==> src/sv/rc_pkg.sv <==
`timescale 1ns / 1ps
// ----------------------------------------------------------------------------
// rc_pkg: shared definitions for the radix converter
// Constants, sequencer states and character helpers used by the converter.
// ----------------------------------------------------------------------------
package rc_pkg;

  localparam int VALUE_BITS_DEF = 31;

  localparam logic [7:0] ASCII_ZERO  = 8'h30;
  localparam logic [7:0] ASCII_NINE  = 8'h39;
  localparam logic [7:0] ASCII_UPPER_A = 8'h41;
  localparam logic [7:0] ASCII_UPPER_F = 8'h46;
  localparam logic [3:0] DEC_TEN     = 4'd10;

  localparam logic [4:0] BASE_MIN = 5'd2;
  localparam logic [4:0] BASE_MAX = 5'd16;

  typedef enum logic [2:0] {
    ST_IDLE,
    ST_ACC,
    ST_WGT,
    ST_DIV,
    ST_OUT
  } state_t;

  typedef struct packed {
    logic [3:0] digit;
    logic       bad;
  } digit_dec_t;

  function automatic digit_dec_t char_to_digit(input logic [7:0] ch);
    digit_dec_t r;
    r.digit = 4'd0;
    r.bad   = 1'b0;
    if (ch >= ASCII_ZERO && ch <= ASCII_NINE) begin
      r.digit = 4'(ch - ASCII_ZERO);
    end else if (ch >= ASCII_UPPER_A && ch <= ASCII_UPPER_F) begin
      r.digit = 4'(ch - ASCII_UPPER_A) + DEC_TEN;
    end else begin
      r.bad = 1'b1;
    end
    return r;
  endfunction

  function automatic logic [6:0] digit_to_char(input logic [3:0] d);
    logic [6:0] c;
    if (d < DEC_TEN) begin
      c = {3'b000, d} + ASCII_ZERO[6:0];
    end else begin
      c = {3'b000, d - DEC_TEN} + ASCII_UPPER_A[6:0];
    end
    return c;
  endfunction

  function automatic logic [4:0] clamp_base(input logic [4:0] b);
    logic [4:0] r;
    if (b < BASE_MIN) begin
      r = BASE_MIN;
    end else if (b > BASE_MAX) begin
      r = BASE_MAX;
    end else begin
      r = b;
    end
    return r;
  endfunction

endpackage

==> src/sv/rc_scale.sv <==
`timescale 1ns / 1ps
// ----------------------------------------------------------------------------
// rc_scale: multiply-add unit with overflow detection
// Computes weight * factor + addend and reports when the result exceeds the
// value range. Shared by the digit accumulation and the weight update.
// ----------------------------------------------------------------------------
module rc_scale import rc_pkg::*; #(
  parameter int VALUE_BITS = VALUE_BITS_DEF
) (
  input  logic [VALUE_BITS:0]   weight,
  input  logic [4:0]            factor,
  input  logic [VALUE_BITS-1:0] addend,
  output logic [VALUE_BITS-1:0] result,
  output logic                  over
);

  localparam int PW = VALUE_BITS + 6;

  logic [PW-1:0] prod;
  logic [PW-1:0] sum;

  always_comb begin
    prod   = PW'(weight) * PW'(factor);
    sum    = prod + PW'(addend);
    over   = |sum[PW-1:VALUE_BITS];
    result = sum[VALUE_BITS-1:0];
  end

endmodule

==> src/sv/rc_divider.sv <==
`timescale 1ns / 1ps
// ----------------------------------------------------------------------------
// rc_divider: iterative restoring divider
// Divides a value by a small base, one quotient bit per cycle, and pulses
// done when quotient and remainder are ready.
// ----------------------------------------------------------------------------
module rc_divider import rc_pkg::*; #(
  parameter int VALUE_BITS = VALUE_BITS_DEF
) (
  input  logic                  clk,
  input  logic                  rst_n,
  input  logic                  start,
  input  logic [VALUE_BITS-1:0] dividend,
  input  logic [4:0]            divisor,
  output logic                  done,
  output logic [VALUE_BITS-1:0] quotient,
  output logic [3:0]            remainder
);

  localparam int CW = $clog2(VALUE_BITS + 1);

  logic                  busy_r, busy_nxt;
  logic                  done_r, done_nxt;
  logic [CW-1:0]         cnt_r, cnt_nxt;
  logic [VALUE_BITS-1:0] quot_r, quot_nxt;
  logic [3:0]            rem_r, rem_nxt;
  logic [4:0]            shifted;
  logic                  fits;

  always_comb begin
    shifted  = {rem_r, quot_r[VALUE_BITS-1]};
    fits     = (shifted >= divisor);
    busy_nxt = busy_r;
    done_nxt = 1'b0;
    cnt_nxt  = cnt_r;
    quot_nxt = quot_r;
    rem_nxt  = rem_r;
    if (start) begin
      busy_nxt = 1'b1;
      cnt_nxt  = CW'(VALUE_BITS);
      quot_nxt = dividend;
      rem_nxt  = 4'd0;
    end else if (busy_r) begin
      quot_nxt = {quot_r[VALUE_BITS-2:0], fits};
      rem_nxt  = fits ? 4'(shifted - divisor) : shifted[3:0];
      cnt_nxt  = cnt_r - CW'(1);
      if (cnt_r == CW'(1)) begin
        busy_nxt = 1'b0;
        done_nxt = 1'b1;
      end
    end
  end

  always_ff @(posedge clk) begin
    if (!rst_n) begin
      busy_r <= 1'b0;
      done_r <= 1'b0;
      cnt_r  <= '0;
    end else begin
      busy_r <= busy_nxt;
      done_r <= done_nxt;
      cnt_r  <= cnt_nxt;
    end
    quot_r <= quot_nxt;
    rem_r  <= rem_nxt;
  end

  assign done      = done_r;
  assign quotient  = quot_r;
  assign remainder = rem_r;

endmodule

==> src/sv/radix_converter.sv <==
`timescale 1ns / 1ps
// ----------------------------------------------------------------------------
// radix_converter: ASCII number radix converter
// Accumulates ASCII digits in a source base, least significant first, and
// emits the value in a target base as ASCII digits by repeated division.
// ----------------------------------------------------------------------------
//  Channel   Handshake           Payload
//  in_*      in_valid/in_ready   digit_char, source_base, target_base, last_in
//  out_*     out_valid/out_ready out_char, last_out, bad_digit, overflow
//
//  An item that is not last passes through accept, accumulate and weight update,
//  the last two steps saturating through one shared multiply-add unit.
//  A last item then yields its digits one at a time from the bit-serial
//  divider, each one held until out_ready.
//  The block takes no item while an item is being accumulated or a number emitted.
//  Reset is synchronous and leaves the block idle with an empty accumulator.
// ----------------------------------------------------------------------------
module radix_converter import rc_pkg::*; #(
  parameter int VALUE_BITS = VALUE_BITS_DEF
) (
  input  logic       clk,
  input  logic       rst_n,
  input  logic       in_valid,
  output logic       in_ready,
  input  logic [7:0] in_digit_char,
  input  logic [4:0] in_source_base,
  input  logic [4:0] in_target_base,
  input  logic       in_last_in,
  output logic       out_valid,
  input  logic       out_ready,
  output logic [6:0] out_char,
  output logic       out_last_out,
  output logic       out_bad_digit,
  output logic       out_overflow
);

  localparam logic [VALUE_BITS-1:0] MAX_VALUE  = '1;
  localparam logic [VALUE_BITS:0]   WEIGHT_ONE = (VALUE_BITS+1)'(1);
  localparam logic [VALUE_BITS:0]   WEIGHT_SAT = {1'b1, {VALUE_BITS{1'b0}}};

  state_t                state_r, state_nxt;
  logic [3:0]            digit_r, digit_nxt;
  logic [4:0]            sbase_r, sbase_nxt;
  logic [4:0]            tbase_r, tbase_nxt;
  logic                  last_r, last_nxt;
  logic [VALUE_BITS-1:0] accum_r, accum_nxt;
  logic [VALUE_BITS:0]   weight_r, weight_nxt;
  logic                  bad_r, bad_nxt;
  logic                  ovf_r, ovf_nxt;
  logic                  emit_r, emit_nxt;
  logic [VALUE_BITS-1:0] val_r, val_nxt;
  logic [6:0]            char_r, char_nxt;
  logic                  lout_r, lout_nxt;

  digit_dec_t            dec;
  logic [4:0]            u_factor;
  logic [VALUE_BITS-1:0] u_addend;
  logic [VALUE_BITS-1:0] u_result;
  logic                  u_over;

  logic                  div_start;
  logic [VALUE_BITS-1:0] div_dividend;
  logic                  div_done;
  logic [VALUE_BITS-1:0] div_quot;
  logic [3:0]            div_rem;

  rc_scale #(.VALUE_BITS(VALUE_BITS)) u_scale (
    .weight (weight_r),
    .factor (u_factor),
    .addend (u_addend),
    .result (u_result),
    .over   (u_over)
  );

  rc_divider #(.VALUE_BITS(VALUE_BITS)) u_divider (
    .clk       (clk),
    .rst_n     (rst_n),
    .start     (div_start),
    .dividend  (div_dividend),
    .divisor   (tbase_r),
    .done      (div_done),
    .quotient  (div_quot),
    .remainder (div_rem)
  );

  always_comb begin
    state_nxt    = state_r;
    digit_nxt    = digit_r;
    sbase_nxt    = sbase_r;
    tbase_nxt    = tbase_r;
    last_nxt     = last_r;
    accum_nxt    = accum_r;
    weight_nxt   = weight_r;
    bad_nxt      = bad_r;
    ovf_nxt      = ovf_r;
    emit_nxt     = emit_r;
    val_nxt      = val_r;
    char_nxt     = char_r;
    lout_nxt     = lout_r;
    dec          = char_to_digit(in_digit_char);
    u_factor     = {1'b0, digit_r};
    u_addend     = accum_r;
    div_start    = 1'b0;
    div_dividend = val_r;
    in_ready     = 1'b0;
    out_valid    = 1'b0;
    unique case (state_r)
      ST_IDLE: begin
        in_ready = rst_n;
        if (in_valid) begin
          digit_nxt = dec.digit;
          sbase_nxt = clamp_base(in_source_base);
          tbase_nxt = clamp_base(in_target_base);
          last_nxt  = in_last_in;
          if (emit_r) begin
            accum_nxt  = '0;
            weight_nxt = WEIGHT_ONE;
            ovf_nxt    = 1'b0;
            emit_nxt   = 1'b0;
            bad_nxt    = dec.bad;
          end else begin
            bad_nxt = bad_r | dec.bad;
          end
          state_nxt = ST_ACC;
        end
      end
      ST_ACC: begin
        if (digit_r != 4'd0) begin
          if (u_over) begin
            accum_nxt = MAX_VALUE;
            ovf_nxt   = 1'b1;
          end else begin
            accum_nxt = u_result;
          end
        end
        state_nxt = ST_WGT;
      end
      ST_WGT: begin
        u_factor   = sbase_r;
        u_addend   = '0;
        weight_nxt = u_over ? WEIGHT_SAT : {1'b0, u_result};
        if (last_r) begin
          emit_nxt     = 1'b1;
          div_start    = 1'b1;
          div_dividend = accum_r;
          state_nxt    = ST_DIV;
        end else begin
          state_nxt = ST_IDLE;
        end
      end
      ST_DIV: begin
        if (div_done) begin
          char_nxt  = digit_to_char(div_rem);
          lout_nxt  = (div_quot == '0);
          val_nxt   = div_quot;
          state_nxt = ST_OUT;
        end
      end
      ST_OUT: begin
        out_valid = 1'b1;
        if (out_ready) begin
          if (lout_r) begin
            state_nxt = ST_IDLE;
          end else begin
            div_start = 1'b1;
            state_nxt = ST_DIV;
          end
        end
      end
      default: begin
        state_nxt = ST_IDLE;
      end
    endcase
  end

  always_ff @(posedge clk) begin
    if (!rst_n) begin
      state_r  <= ST_IDLE;
      accum_r  <= '0;
      weight_r <= WEIGHT_ONE;
      bad_r    <= 1'b0;
      ovf_r    <= 1'b0;
      emit_r   <= 1'b0;
    end else begin
      state_r  <= state_nxt;
      accum_r  <= accum_nxt;
      weight_r <= weight_nxt;
      bad_r    <= bad_nxt;
      ovf_r    <= ovf_nxt;
      emit_r   <= emit_nxt;
    end
    digit_r <= digit_nxt;
    sbase_r <= sbase_nxt;
    tbase_r <= tbase_nxt;
    last_r  <= last_nxt;
    val_r   <= val_nxt;
    char_r  <= char_nxt;
    lout_r  <= lout_nxt;
  end

  assign out_char      = char_r;
  assign out_last_out  = lout_r;
  assign out_bad_digit = bad_r;
  assign out_overflow  = ovf_r;

endmodule

==> config.mk <==
export PLATFORM = sky130hd
export DESIGN_NAME = radix_converter
export DESIGN_NICKNAME = d
export VERILOG_FILES = /design/src/sv/rc_pkg.sv /design/src/sv/rc_scale.sv /design/src/sv/rc_divider.sv /design/src/sv/radix_converter.sv
export SDC_FILE = /design/constraint.sdc
export NUM_CORES = 1
export LEC_CHECK = 0
export BUFFER_PORTS_ARGS = -buffer_cell sky130_fd_sc_hd__buf_2
export CAP_MARGIN = 20
export CORE_MARGIN = 2
export CORE_UTILIZATION = 48
export CTS_CLUSTER_DIAMETER = 80
export DETAILED_ROUTE_END_ITERATION = 7
export PLACE_DENSITY = 0.66
export SYNTH_ARGS = -nofsm -noshare
export SYNTH_HDL_FRONTEND = slang
export SYNTH_SLANG_ARGS = --single-unit
==> constraint.sdc <==
create_clock -name clk -period 5.9 [get_ports clk]
set_input_delay 0.295 -clock clk [delete_from_list [all_inputs] [get_ports clk]]
set_output_delay 0.295 -clock clk [all_outputs]
set_load 0.005 [all_outputs]
==> metrics.md <==
| Metric | Value |
|---|---|
| Clock skew | `around 0.015 ns` |
| Yosys top cell area share | `a little under a fifth` |
| RSZ-0062 raised after global routing | `true` |
| Global routing's busiest layer | `met2` |
| Drt first pass iters | `5` |
| CP peak stage delay | `about 0.55 ns` |
| CTS Hold Bufs | `0` |
| Final Wtd Congestion | `roughly 0.9` |
| Placed inst area | `between 10000 and 15000 um^2` |
| Crit. End Element | `flop` |
| Worst Hold Class | `in2reg` |
| Placed Instances | `~1800` |
| Final Setup Violations | `0` |
| GR Util met3 | `around 3.6%` |
| Layout cells sized above 1 | `20.57%` |
| Vias after detailed routing | `10790` |
| Clk root buf | `clkbuf_16` |
| Clk slew on worst S/H paths | `approximately 0.070 ns` |
| Synth area leader | `edfxtp_1` |
| Setup TNS | `0 ns` |
| Die area | `29300 um^2` |
| Unique masters post-synth | `64` |
| Crit path max-delay cell type | `fa_1` |
| Final nets | `between 1500 and 2000` |
| NetSw | `1.370 mW` |
| Seq/Total Area, Yosys | `between 30% and 40%` |
| H-tree Lvls | `4` |
| Clock power frac | `between 20 and 30%` |
| Post-Syn Nets | `about 1600` |
| Core Footprint | `~28000 um^2` |
| Initial DRC Count | `893` |
| Met1 usage | `33.16%` |
| Site row count | `61` |
| Routed WL | `between 30 and 40 mm` |
| Setup CP Type | `reg2reg` |
| Die height | `between 150 and 200 um` |
| Commonest non-fill, non-tap cell in the layout | `inv_1` |
| Number of global-route vias before repair | `around 11000` |
| Setup ws final | `slightly above 0.1 ns` |
| Fin Hold WS | `about 0.036 ns` |
| Most frequent cells in the layout | `inv_1, nor2b_1, fa_1` |
| Peak supply drop | `around 0.23 mV` |
| DRC | `0` |
| Mapped Area | `13420 um^2` |
| Via density | `approximately 5.7` |
| Post-DP HPWL | `around 25 mm` |
| CP Launch Type | `flop` |
| Synthesized area per cell | `between 9 and 10 um^2` |
| Slew HR | `about 25%` |
| Syn-to-layout area delta | `22.41%` |
| Total GRT Usage | `24.67%` |
| Synth top area cells | `edfxtp_1, fa_1, dfxtp_1` |
| GR Util met2 | `between 40% and 50%` |
| Synth Register Bits | `~170` |
| Run status | `finished, final reports clean` |
| Critical Path RT | `about 6.2 ns` |
| Dpl ws | `-0.4050 ns` |
| Initial antenna violation count | `0` |
| Worst-path cell chain | `nor2b_4 -> nor2b_4 -> buf_12 -> mux2i_4 -> buf_12 -> buf_12 -> nor2b_1 -> fa_1 -> fa_1 -> inv_1 -> fa_1 -> inv_1 -> ha_4 -> a211o_1 -> a211oi_4 -> o31ai_2 -> a221o_1 -> a31oi_2 -> xnor2_1 -> a211o_1 -> nor3_4 -> buf_12 -> buf_12 -> a311oi_1` |
| Max-cap violation count | `0` |
| Post-synth EDFFs | `between 80 and 90` |
| Worst-margin pin slew | `~1.1 ns` |
| Fin area | `16420 um^2` |
| Gate Count Post-Synth | `between 1000 and 1500` |
| Period utilisation layout | `between 90% and 100%` |
| Initial core utilization | `48.56%` |
| Arrival @ worst endpoint | `roughly 6.1 ns` |
| Grt total ovfl | `0` |
| Worst path most repeated cell | `buf_12` |
| CP Buf/Inv Count | `7` |
| Port Buffers | `34` |
| Pleak | `roughly 6.9 nW` |
| Internal Power | `2.488 mW` |
| DR WL/cell | `between 15 and 20 um` |
| Top FF cell, synth | `edfxtp_1` |
| Gate power share | `around a third` |
| TritonCTS clock tree | `done` |
| Clock Latency Late Sink | `around 0.44 ns` |
| CTS Sinks | `~170` |
| CTS Buf Count | `17` |
| First-pass GRT wire length | `56.32 mm` |
| Crit path max fanout | `9` |
| Non-Filler Instances | `~1900` |
| Sw Share | `between 30% and 40%` |
| I/O Pins | `35` |
| Power density cells | `about 230 nW/um^2` |
| Die Wd | `171.2 um` |
| Ant diodes | `0` |
| Cell family with most CP delay | `adder cells` |
| Async set or reset register ratio after synthesis | `0%` |
| Final Max Tran Viols | `0` |
| Largest net degree at the start of global routing | `74` |
| Register share of total power | `~37%` |
| Tmin final | `slightly below 6 ns` |
| CTS max path bufs | `2` |
| Max Fclk | `approximately 0.17 GHz` |
| Final hold vios | `0` |
| Synthesis Warnings | `0` |
| Detail Route Antenna Nets | `0` |
[cell type report]
cell class | count | area [um^2]
Timing Repair Buffer | 173 | 1620
Inverter | 174 | 653.1
Sequential cell | 165 | 4155
Multi-Input combinational cell | 973 | 8921
Clock buffer | 17 | 425.4
Fill cell | 2350 | 11210
Tap cell | 378 | 473.0
Clock inverter | 15 | 175.2
[synth_stat cells, drive strengths merged (38+ instances only)]
cell type  instances
clkbuf            72
ha                58
nor2              49
inv              173
and3              38
nor2b            162
o21ai             64
edfxtp            85
dfxtp             80
fa               122
nand2             77
mux2i             42
a21oi             78
[metal layers]
layer | vias to the layer above | part of all wire (%)
met1 | 5390 | 43
met3 | 73 | 5.7
met2 | 354 | 48
met5 | - | 0
met4 | 0 | 3.7
li1 | 4972 | -
[cells by family (layout without fill, tap and decap cells)]
kind of cell | count (synthesis) | in the layout | share of synthesized area (%)
XOR/XNOR | 51 | 51 | 3.329
AO/OA/AOI/OAI | 279 | 279 | 14.05
AND/OR/NAND/NOR | 421 | 421 | 17.31
flip-flops | 165 | 165 | 30.96
multiplexers | 42 | 42 | 3.133
buffers and inverters | 261 | 379 | 7.600
adder cells (fa/ha/maj) | 180 | 180 | 23.61
[path summary, 6_finish.rpt]
kind / start / to / slack (ns) / cells past startpoint
worst min-delay path: in_last_in / last_r$_DFFE_PP_ / 0.04 / 1
worst max register to register: state_r[1]$_SDFFE_PN0P_ / accum_r[22]$_SDFFE_PN0P_ / 0.10 / 24
worst max-delay path: state_r[1]$_SDFFE_PN0P_ / accum_r[22]$_SDFFE_PN0P_ / 0.10 / 24
worst min register to register: u_divider.quotient[7]$_DFFE_PP_ / val_r[7]$_DFFE_PP_ / 0.48 / 0
[repair_timing]
action,4_1_cts,5_1_grt
endpoints found under the setup margin,64,64
resized for setup,13,118
pin swaps,2,49
buffers inserted,0,17
gates cloned,0,8
[per-stage QoR]
step	utilization, %	total power [mW]
2_1_floorplan	-	2.160
3_3_place_gp	53.62	2.541
3_5_place_dp	53.62	2.567
4_1_cts	55.97	3.699
5_1_grt	59.44	4.083
6_report	59.44	3.858
[state kept, by name, summed over array words and instances (netlist names)]
name and cells:
sbase_r 5, tbase_r 5, last_r 1, u_divider.cnt_r 5, u_divider.remainder 4, weight_r 32
u_divider.done 1, state_r 3, digit_r 4, accum_r 31, out_overflow 1, out_bad_digit 1
val_r 31, u_divider.busy_r 1, emit_r 1, out_char 7, u_divider.quotient 31, out_last_out 1
[power by group through the flow]
stage	clock network, mW	registers [mW]	logic, mW
2_1_floorplan	0	1.40	0.763
3_3_place_gp	0	1.44	1.10
3_5_place_dp	0	1.44	1.13
4_1_cts	1.14	1.41	1.14
5_1_grt	1.20	1.43	1.46
6_report	1.13	1.41	1.32
Note: power is estimated with default switching activity, not from simulation.
